`src/tcpk_pkg.sv`:
```
`default_nettype none

package tcpk_pkg;

    localparam int W_WIDTH   = 16;
    localparam int VAL_W     = 16;
    localparam int X_W       = 18;
    localparam int LEN_W     = 17;
    localparam int MAG_W     = 18;
    localparam int SQ_W      = 2 * MAG_W;
    localparam int NUM_W     = SQ_W + 1;
    localparam int OPND_W    = 38;
    localparam int REM_W     = 22;
    localparam int DIVR_W    = W_WIDTH + 1;
    localparam int RES_W     = SQ_W;
    localparam int ROOT_W    = OPND_W / 2;
    localparam int SQRT_STEPS = OPND_W / 2;
    localparam int DIV_STEPS  = SQ_W;
    localparam int CNT_W     = $clog2(DIV_STEPS);
    localparam int TDATA_W   = 72;

    localparam logic [W_WIDTH-1:0] PLANE_WIDTH_RST = 16'd7200;
    localparam logic [LEN_W-1:0]   LEN_MAX = '1;
    localparam logic [X_W-1:0]     X_MAX   = {1'b0, {(X_W-1){1'b1}}};
    localparam logic [X_W-1:0]     X_MIN   = {1'b1, {(X_W-1){1'b0}}};

    typedef enum logic [1:0] {
        MODE_X = 2'd0,
        MODE_Y = 2'd1,
        MODE_A = 2'd2,
        MODE_B = 2'd3
    } mode_t;

    typedef enum logic {
        OP_SQRT = 1'b0,
        OP_DIV  = 1'b1
    } iter_op_t;

    typedef struct packed {
        logic     start;
        iter_op_t op;
    } iter_ctrl_t;

    typedef enum logic [4:0] {
        ST_IDLE,
        ST_XY_SQ_X,
        ST_XY_SQ_Y,
        ST_XY_SQ_D,
        ST_XY_ROOT_A,
        ST_XY_WAIT_A,
        ST_XY_ROOT_B,
        ST_XY_WAIT_B,
        ST_CD_SQ_A,
        ST_CD_SQ_B,
        ST_CD_SQ_W,
        ST_CD_NUM,
        ST_CD_DIV,
        ST_CD_WAIT_Q,
        ST_CD_SQ_X,
        ST_CD_XX,
        ST_CD_WAIT_Y,
        ST_DONE
    } state_t;

    function automatic logic [LEN_W-1:0] sat_len(input logic [RES_W-1:0] r);
        sat_len = (r > RES_W'(LEN_MAX)) ? LEN_MAX : r[LEN_W-1:0];
    endfunction

    // quotient magnitude plus sign -> saturated signed x
    function automatic logic [X_W-1:0] sat_x(input logic neg, input logic [RES_W-1:0] mag);
        logic [X_W-1:0] m;
        m = mag[X_W-1:0];
        if (neg) begin
            sat_x = (mag > RES_W'({1'b1, {(X_W-1){1'b0}}})) ? X_MIN : (~m + 1'b1);
        end else begin
            sat_x = (mag > RES_W'(X_MAX)) ? X_MAX : m;
        end
    endfunction

endpackage

`default_nettype wire

```
`src/tcpk_sq.sv`:
```
`default_nettype none

// Registered squarer shared by every product in the block.
module tcpk_sq import tcpk_pkg::*; (
    input  wire logic             aclk,
    input  wire logic [MAG_W-1:0] op,
    output logic      [SQ_W-1:0]  sq
);

    logic [SQ_W-1:0] sq_reg;

    always_ff @(posedge aclk) begin
        sq_reg <= SQ_W'(op) * SQ_W'(op);
    end

    assign sq = sq_reg;

endmodule

`default_nettype wire

```
`src/tcpk_iter.sv`:
```
`default_nettype none

// Shared restoring unit: one root digit or one quotient bit per cycle.
module tcpk_iter import tcpk_pkg::*; (
    input  wire logic              aclk,
    input  wire logic              aresetn,
    input  wire iter_ctrl_t        ctrl,
    input  wire logic [OPND_W-1:0] opnd,
    input  wire logic [DIVR_W-1:0] divisor,
    output logic                   done,
    output logic      [RES_W-1:0]  res
);

    iter_op_t          op_reg, op_next;
    logic [OPND_W-1:0] opnd_reg, opnd_next;
    logic [DIVR_W-1:0] div_reg, div_next;
    logic [REM_W-1:0]  rem_reg, rem_next;
    logic [RES_W-1:0]  res_reg, res_next;
    logic [CNT_W-1:0]  cnt_reg, cnt_next;
    logic              busy_reg, busy_next;
    logic              done_reg, done_next;

    logic [REM_W-1:0]  rem_sh;
    logic [REM_W-1:0]  trial;
    logic              ge;
    logic              last;

    always_ff @(posedge aclk) begin
        if (!aresetn) begin
            busy_reg <= 1'b0;
            done_reg <= 1'b0;
            cnt_reg  <= '0;
        end else begin
            busy_reg <= busy_next;
            done_reg <= done_next;
            cnt_reg  <= cnt_next;
        end
        op_reg   <= op_next;
        opnd_reg <= opnd_next;
        div_reg  <= div_next;
        rem_reg  <= rem_next;
        res_reg  <= res_next;
    end

    always_comb begin
        if (op_reg == OP_SQRT) begin
            rem_sh = {rem_reg[REM_W-3:0], opnd_reg[OPND_W-1 -: 2]};
            trial  = {1'b0, res_reg[ROOT_W-1:0], 2'b01};
            last   = (cnt_reg == CNT_W'(SQRT_STEPS - 1));
        end else begin
            rem_sh = {rem_reg[REM_W-2:0], opnd_reg[OPND_W-1]};
            trial  = REM_W'(div_reg);
            last   = (cnt_reg == CNT_W'(DIV_STEPS - 1));
        end
        ge = (rem_sh >= trial);

        op_next   = op_reg;
        opnd_next = opnd_reg;
        div_next  = div_reg;
        rem_next  = rem_reg;
        res_next  = res_reg;
        cnt_next  = cnt_reg;
        busy_next = busy_reg;
        done_next = 1'b0;

        if (ctrl.start) begin
            op_next   = ctrl.op;
            opnd_next = opnd;
            div_next  = divisor;
            rem_next  = '0;
            res_next  = '0;
            cnt_next  = '0;
            busy_next = 1'b1;
        end else if (busy_reg) begin
            rem_next  = ge ? (rem_sh - trial) : rem_sh;
            res_next  = {res_reg[RES_W-2:0], ge};
            opnd_next = (op_reg == OP_SQRT) ? {opnd_reg[OPND_W-3:0], 2'b00}
                                            : {opnd_reg[OPND_W-2:0], 1'b0};
            cnt_next  = cnt_reg + 1'b1;
            if (last) begin
                busy_next = 1'b0;
                done_next = 1'b1;
            end
        end
    end

    assign done = done_reg;
    assign res  = res_reg;

endmodule

`default_nettype wire

```
`src/two_cord_plotter_kinematics_core.sv`:
```
`default_nettype none

// Two-cord plotter kinematics. Holds the pen position both as x,y and as the two
// cord lengths a,b (units of 1/16 mm). Each s_ transfer sets one coordinate
// (s_tuser: 0 x, 1 y, 2 cord a, 3 cord b; s_tdata: value) and yields one m_
// transfer with the full updated position; m_tuser flags cord lengths that give
// no real y (y is then 0). x saturates to its 18-bit signed range and cords to
// 131071. The shared root/divide unit retires one root digit (19 per root) or one
// quotient bit (36 per division) each cycle. s_tready is low while an item is in
// work; a finished result waits in the output register while the next item is
// taken. plane_width is written through cfg_valid/cfg_data; the user is to write
// it only while the block is idle, which the block itself does not enforce
// (reset value 7200).
module two_cord_plotter_kinematics_core import tcpk_pkg::*; (
    input  wire logic                aclk,
    input  wire logic                aresetn,
    input  wire logic                cfg_valid,
    output logic                     cfg_ready,
    input  wire logic [W_WIDTH-1:0]  cfg_data,     // plane_width
    input  wire logic                s_tvalid,
    output logic                     s_tready,
    input  wire logic [15:0]         s_tdata,      // [15:0] value
    input  wire logic [1:0]          s_tuser,      // [1:0] mode
    output logic                     m_tvalid,
    input  wire logic                m_tready,
    output logic [TDATA_W-1:0]       m_tdata,      // pos_x, pos_y, cord_a, cord_b, pad
    output logic [0:0]               m_tuser       // [0] unreachable
);

    state_t             state_reg, state_next;
    logic [W_WIDTH-1:0] width_reg;
    logic [X_W-1:0]     x_reg, x_next;
    logic [LEN_W-1:0]   y_reg, y_next;
    logic [LEN_W-1:0]   a_reg, a_next;
    logic [LEN_W-1:0]   b_reg, b_next;
    logic               unreach_reg, unreach_next;
    logic [SQ_W-1:0]    t0_reg, t0_next;
    logic [SQ_W-1:0]    t1_reg, t1_next;
    logic [NUM_W-1:0]   num_reg, num_next;
    logic               m_valid_reg, m_valid_next;
    logic [TDATA_W-1:0] m_data_reg, m_data_next;
    logic               m_user_reg, m_user_next;

    logic [MAG_W-1:0]   sq_op;
    logic [SQ_W-1:0]    sq_val;
    iter_ctrl_t         iter_ctrl;
    logic [OPND_W-1:0]  iter_opnd;
    logic [DIVR_W-1:0]  iter_div;
    logic               iter_done;
    logic [RES_W-1:0]   iter_res;

    logic [MAG_W-1:0]   x_mag;
    logic [X_W:0]       dx;
    logic [X_W:0]       dx_mag;
    logic [RES_W-1:0]   num_mag;
    mode_t              in_mode;

    tcpk_sq u_sq (
        .aclk (aclk),
        .op   (sq_op),
        .sq   (sq_val)
    );

    tcpk_iter u_iter (
        .aclk    (aclk),
        .aresetn (aresetn),
        .ctrl    (iter_ctrl),
        .opnd    (iter_opnd),
        .divisor (iter_div),
        .done    (iter_done),
        .res     (iter_res)
    );

    always_ff @(posedge aclk) begin
        if (!aresetn) begin
            state_reg   <= ST_IDLE;
            width_reg   <= PLANE_WIDTH_RST;
            x_reg       <= '0;
            y_reg       <= '0;
            a_reg       <= '0;
            b_reg       <= '0;
            m_valid_reg <= 1'b0;
        end else begin
            state_reg   <= state_next;
            if (cfg_valid) begin
                width_reg <= cfg_data;
            end
            x_reg       <= x_next;
            y_reg       <= y_next;
            a_reg       <= a_next;
            b_reg       <= b_next;
            m_valid_reg <= m_valid_next;
        end
        unreach_reg <= unreach_next;
        t0_reg      <= t0_next;
        t1_reg      <= t1_next;
        num_reg     <= num_next;
        m_data_reg  <= m_data_next;
        m_user_reg  <= m_user_next;
    end

    assign in_mode = mode_t'(s_tuser);
    assign x_mag   = x_reg[X_W-1] ? (~x_reg + 1'b1) : x_reg;
    assign dx      = {{(X_W+1-W_WIDTH){1'b0}}, width_reg} - {x_reg[X_W-1], x_reg};
    assign dx_mag  = dx[X_W] ? (~dx + 1'b1) : dx;
    assign num_mag = num_reg[NUM_W-1] ? RES_W'(~num_reg + 1'b1) : RES_W'(num_reg);

    always_comb begin
        state_next   = state_reg;
        x_next       = x_reg;
        y_next       = y_reg;
        a_next       = a_reg;
        b_next       = b_reg;
        unreach_next = unreach_reg;
        t0_next      = t0_reg;
        t1_next      = t1_reg;
        num_next     = num_reg;
        m_data_next  = m_data_reg;
        m_user_next  = m_user_reg;
        m_valid_next = m_valid_reg && !m_tready;
        sq_op        = '0;
        iter_ctrl    = '{start: 1'b0, op: OP_SQRT};
        iter_opnd    = '0;
        iter_div     = {width_reg, 1'b0};

        case (state_reg)
            ST_IDLE: begin
                if (s_tvalid) begin
                    unreach_next = 1'b0;
                    case (in_mode)
                        MODE_X: begin
                            x_next     = X_W'(s_tdata);
                            state_next = ST_XY_SQ_X;
                        end
                        MODE_Y: begin
                            y_next     = LEN_W'(s_tdata);
                            state_next = ST_XY_SQ_X;
                        end
                        MODE_A: begin
                            a_next     = LEN_W'(s_tdata);
                            state_next = ST_CD_SQ_A;
                        end
                        default: begin
                            b_next     = LEN_W'(s_tdata);
                            state_next = ST_CD_SQ_A;
                        end
                    endcase
                end
            end
            // cords from x,y
            ST_XY_SQ_X: begin
                sq_op      = x_mag;
                state_next = ST_XY_SQ_Y;
            end
            ST_XY_SQ_Y: begin
                sq_op      = MAG_W'(y_reg);
                t0_next    = sq_val;
                state_next = ST_XY_SQ_D;
            end
            ST_XY_SQ_D: begin
                sq_op      = dx_mag[MAG_W-1:0];
                t1_next    = sq_val;
                state_next = ST_XY_ROOT_A;
            end
            ST_XY_ROOT_A: begin
                iter_ctrl  = '{start: 1'b1, op: OP_SQRT};
                iter_opnd  = OPND_W'({1'b0, t0_reg} + {1'b0, t1_reg});
                t0_next    = sq_val;
                state_next = ST_XY_WAIT_A;
            end
            ST_XY_WAIT_A: begin
                if (iter_done) begin
                    a_next     = sat_len(iter_res);
                    state_next = ST_XY_ROOT_B;
                end
            end
            ST_XY_ROOT_B: begin
                iter_ctrl  = '{start: 1'b1, op: OP_SQRT};
                iter_opnd  = OPND_W'({1'b0, t0_reg} + {1'b0, t1_reg});
                state_next = ST_XY_WAIT_B;
            end
            ST_XY_WAIT_B: begin
                if (iter_done) begin
                    b_next     = sat_len(iter_res);
                    state_next = ST_DONE;
                end
            end
            // x,y from cords
            ST_CD_SQ_A: begin
                sq_op      = MAG_W'(a_reg);
                state_next = ST_CD_SQ_B;
            end
            ST_CD_SQ_B: begin
                sq_op      = MAG_W'(b_reg);
                t0_next    = sq_val;
                state_next = ST_CD_SQ_W;
            end
            ST_CD_SQ_W: begin
                sq_op      = MAG_W'(width_reg);
                t1_next    = sq_val;
                state_next = ST_CD_NUM;
            end
            ST_CD_NUM: begin
                num_next   = NUM_W'(sq_val) + NUM_W'(t0_reg) - NUM_W'(t1_reg);
                state_next = ST_CD_DIV;
            end
            ST_CD_DIV: begin
                if (width_reg == '0) begin
                    // no anchor spacing: x is taken as zero
                    x_next     = '0;
                    state_next = ST_CD_SQ_X;
                end else begin
                    iter_ctrl  = '{start: 1'b1, op: OP_DIV};
                    iter_opnd  = {num_mag, {(OPND_W-RES_W){1'b0}}};
                    state_next = ST_CD_WAIT_Q;
                end
            end
            ST_CD_WAIT_Q: begin
                if (iter_done) begin
                    x_next     = sat_x(num_reg[NUM_W-1], iter_res);
                    state_next = ST_CD_SQ_X;
                end
            end
            ST_CD_SQ_X: begin
                sq_op      = x_mag;
                state_next = ST_CD_XX;
            end
            ST_CD_XX: begin
                if (t0_reg < sq_val) begin
                    y_next       = '0;
                    unreach_next = 1'b1;
                    state_next   = ST_DONE;
                end else begin
                    iter_ctrl  = '{start: 1'b1, op: OP_SQRT};
                    iter_opnd  = OPND_W'(t0_reg - sq_val);
                    state_next = ST_CD_WAIT_Y;
                end
            end
            ST_CD_WAIT_Y: begin
                if (iter_done) begin
                    y_next     = iter_res[LEN_W-1:0];
                    state_next = ST_DONE;
                end
            end
            ST_DONE: begin
                if (!m_valid_reg || m_tready) begin
                    m_valid_next = 1'b1;
                    m_data_next  = {{(TDATA_W-X_W-3*LEN_W){1'b0}},
                                    b_reg, a_reg, y_reg, x_reg};
                    m_user_next  = unreach_reg;
                    state_next   = ST_IDLE;
                end
            end
            default: begin
                state_next = ST_IDLE;
            end
        endcase
    end

    assign cfg_ready  = 1'b1;
    assign s_tready   = (state_reg == ST_IDLE);
    assign m_tvalid   = m_valid_reg;
    assign m_tdata    = m_data_reg;
    assign m_tuser[0] = m_user_reg;

endmodule

`default_nettype wire

```
`config.mk`:
```
export PLATFORM = sky130hd
export DESIGN_NAME = two_cord_plotter_kinematics_core
export DESIGN_NICKNAME = d
export VERILOG_FILES = /design/src/tcpk_pkg.sv /design/src/tcpk_sq.sv /design/src/tcpk_iter.sv /design/src/two_cord_plotter_kinematics_core.sv
export SDC_FILE = /design/constraint.sdc
export NUM_CORES = 2
export LEC_CHECK = 0
export ABC_AREA = 1
export BUFFER_PORTS_ARGS = -buffer_cell sky130_fd_sc_hd__buf_2
export CELL_PAD_IN_SITES_DETAIL_PLACEMENT = 1
export CELL_PAD_IN_SITES_GLOBAL_PLACEMENT = 2
export CORE_MARGIN = 3
export CORE_UTILIZATION = 35
export DETAILED_ROUTE_END_ITERATION = 8
export PLACE_DENSITY = 0.84
export SYNTH_ARGS = -nofsm -noshare
export SYNTH_HDL_FRONTEND = slang
export SYNTH_SLANG_ARGS = --single-unit
export TNS_END_PERCENT = 20
```
`constraint.sdc`:
```
create_clock -name aclk -period 7.46 [get_ports aclk]
set_clock_uncertainty 0.15 [all_clocks]
set_input_delay 1.119 -clock aclk [delete_from_list [all_inputs] [get_ports aclk]]
set_output_delay 1.119 -clock aclk [all_outputs]
set_load 0.05 [all_outputs]
```
==> flow_summary_export.csv <==
group,metric,value,unit
grt,grt_pass1_wl,217000,µm
grt,antenna_found_initial,3,
cells_and_area,syn2layout_area_growth,20.5,%
worst_setup_path,worstReg2RegStart,"width_reg[0]",
yosys,yosysWarnings,0,
worst_setup_path,cp_num_buf_inv,9,
worst_setup_path,cp.arrival,8070,ps
timing,hold_viol_final,0,
routing,drt-vias-per-instance,5.19,
routing,first_pass_iters,5,
pwr,p_total,12.6,mW
clock_tree,clk_latency,640,ps
clock_tree,cts_tree,"done",
cells_and_area,final_core_util,42.7,%
pwr,power.density,277,mW/mm²
pwr,pwr-share-comb,53.5,%
yosys,syn_area_per_cell,7.94,µm²
clock_tree,clk_pin_slew,70,ps
worst_setup_path,path_common_cell,"nand3_2",
worst_setup_path,critPathMaxStageDelay,590,ps
placed_design,dp.cells,6497,
min_path,hold_path_startpoint,"unreach_reg",
yosys,synth-async-reset-ratio,0,%
worst_setup_path,cp.required,7790,ps
timing,layout_setup_ws,-281,ps
yosys,syn-cell-area,0.0376,mm²
placed_design,hpwl,114000,µm
min_path,hp-class,"reg2reg",
timing,rsz0062_at_grt,"true",
yosys,synth_top_cell_by_area,"edfxtp_1",
run_status,status,"complete, but fails checks",
floorplanning,die_w,334,µm
yosys,ys_ff_latch,424,
placed_design,portBuffers,110,
routing,finalWirelength,142000,µm
routing,wl_per_cell,21.5,µm
cells_and_area,fin_cells,6633,
yosys,ys.flop_type,"edfxtp_1",
placed_design,post-place-ws,-692,ps
timing,fmax,0.129,GHz
clock_tree,h-tree-depth,2,
clock_tree,cts_sinks,424,
timing,worst_pin_slew,1120,ps
clock_tree,cts_root_buffer,"clkbuf_16",
grt,grt_max_degree,71,
worst_setup_path,worstSetupEndpointType,"register",
timing,period_needed,7740,ps
grt,track_usage,25.1,%
timing,period_share,104,%
yosys,seq_area_frac_synth,28.8,%
placed_design,gp_congestion,0.943,
routing,drtIter0Drc,2427,
worst_setup_path,crit_path_start_kind,"register",
worst_setup_path,worstPathMaxFanout,4,
cells_and_area,layout.nets,5793,
pwr,pwr-share-clk,19.4,%
routing,dr_total_vias,34400,
floorplanning,die_area,0.111,mm²
routing,drc,0,
pwr,power.switching,5.84,mW
worst_setup_path,crit_type,"reg2reg",
placed_design,place_area,0.0422,mm²
yosys,yosysTopAreaCellShare,18.6,%
worst_setup_path,critPathLaunch,"width_reg[0]",
pwr,p_int,6.73,mW
floorplanning,design.core.area,0.106,mm²
grt,grt_pass1_vias,36200,
clock_tree,clock_path_buffers,3,
cells_and_area,drive_gt1_share,18.7,%
worst_setup_path,critPathTopFamily,"adder cells",
timing,max-slew-margin-rel,24.7,%
routing,ant_nets,0,
pwr,swShare,46.5,%
pwr,ir_drop,0.175,mV
cells_and_area,final_area,0.0453,mm²
floorplanning,boundaryPins,115,
clock_tree,cts_buffers,49,
run,cap_viol_max_count,0,
timing,finalSetupViolCount,18,
cells_and_area,largest_register_ffs,69,
floorplanning,die_h,334,µm
grt,grt_overflow,0,
pwr,p_leak,21.5,nW
floorplanning,initial_utilization,35.5,%
run_status,violations,"setup timing",
floorplanning,rows,119,
yosys,syn_inst,4736,
yosys,synth_cell_types,74,
pwr,pwr-share-seq,27.0,%
yosys,synthTopCellsByArea,"edfxtp_1 19%, fa_1 14%, dfxtp_1 10%, ha_1 9.8%, inv_1 9.2%",
timing,report.final.slew_viol_count,0,
yosys,synth_edf_count,233,
worst_setup_path,cp_slowest_cell,"fa_2",
cells by family after synthesis:
family | synth area share (%)
and+or+nand+nor | 17.5
adders and majority gates | 23.4
DFF | 28.8
other | 0.0200
buffers and inverters | 11.4
AOI/OAI and AO/OA | 15.3
xor gates and xnor gates | 3.30
muxes | 0.293
cells in the final DEF (no fill, tap or decap), types with 25 or more instances in the layout:
cell type and instances:
nand3_1 143, nor2_2 33, or2_2 37, inv_1 896, nand4_1 43, inv_2 68
o211ai_1 57, dfxtp_1 188, xor2_1 88, xnor2_1 50, clkbuf_16 49, ha_4 25
nor2_1 350, fa_1 248, a21oi_2 31, nor3_1 47, edfxtp_1 233, a31oi_1 29
a21oi_1 387, o22ai_1 59, nand2_2 50, ha_1 268, buf_2 110, buf_4 398
o21ai_0 301, nand2_1 683
synthesized netlist by cell type, types with 14 or more instances:
library cell and number:
or2_2 37, dfxtp_1 191, a31oi_1 32, o21ai_0 308, nor2_1 368, xnor2_1 52, nand4_1 43, clkbuf_1 57
nand3_1 154, a221oi_1 16, o2111ai_1 14, xor2_1 88, edfxtp_1 233, inv_1 922, buf_2 37, ha_1 295
o22ai_1 59, a21oi_1 417, nand2_2 25, a21o_1 21, o211ai_1 57, inv_2 46, nor2_2 27, nor4_1 16
nor3_1 50, nand2_1 721, fa_1 256, o21ai_1 15, o21a_1 14
area by class of cell:
| cell class | count | area (µm²) |
|---|---|---|
| Antenna cell | 1 | 2.50 |
| Clock buffer | 65 | 1350 |
| Clock inverter | 24 | 240 |
| Fill cell | 12800 | 60700 |
| Inverter | 972 | 3670 |
| Multi-Input combinational cell | 3221 | 23500 |
| Sequential cell | 424 | 10800 |
| Tap cell | 1391 | 1740 |
| Timing Repair Buffer | 535 | 3930 |
routing by layer:
| layer | up-vias | GRT usage (%) | routed length [µm] | share of wire (%) |
|---|---|---|---|---|
| met2 | 856 | 40.3 | 63700 | 45 |
| li1 | 16300 | - | - | - |
| met1 | 17100 | 36.1 | 67000 | 47 |
| met4 | 0 | 5.76 | 3360 | 2.4 |
| met3 | 166 | 3.36 | 8220 | 5.8 |
| met5 | - | 0 | 0 | 0 |
power groups by stage:
stage / logic [mW] / registers (mW) / clock network (mW)
2_1_floorplan: 3.98 / 3.32 / 0
3_3_place_gp: 6.15 / 3.40 / 0
3_5_place_dp: 6.29 / 3.42 / 0
4_1_cts: 6.57 / 3.38 / 2.49
5_1_grt: 7.42 / 3.43 / 2.57
6_report: 6.73 / 3.40 / 2.44
path summary, 6_finish.rpt:
check / end / slack (ps) / cells after the start
setup / recovery: u_sq.sq[35] / -280 / 40
hold reg to reg: m_tuser / 280 / 0
hold / removal: m_tuser / 280 / 0
setup reg to reg: u_sq.sq[35] / -280 / 40
timing repair:
item                       4_1_cts  5_1_grt
pin swaps                      133       28
gates resized for setup        201       51
setup endpoints to repair       22       23
buffers inserted                44        3
gates cloned                     1        0
hold buffers                     0        0
stage by stage:
step	setup TNS, ps	hold WS [ps]
5_1_grt	-9860	286
6_report	-2770	282
4_1_cts	-822	281
3_3_place_gp	-7450	260
3_5_place_dp	-9880	261
2_1_floorplan	0	250
(Power assumes the default switching activity.)
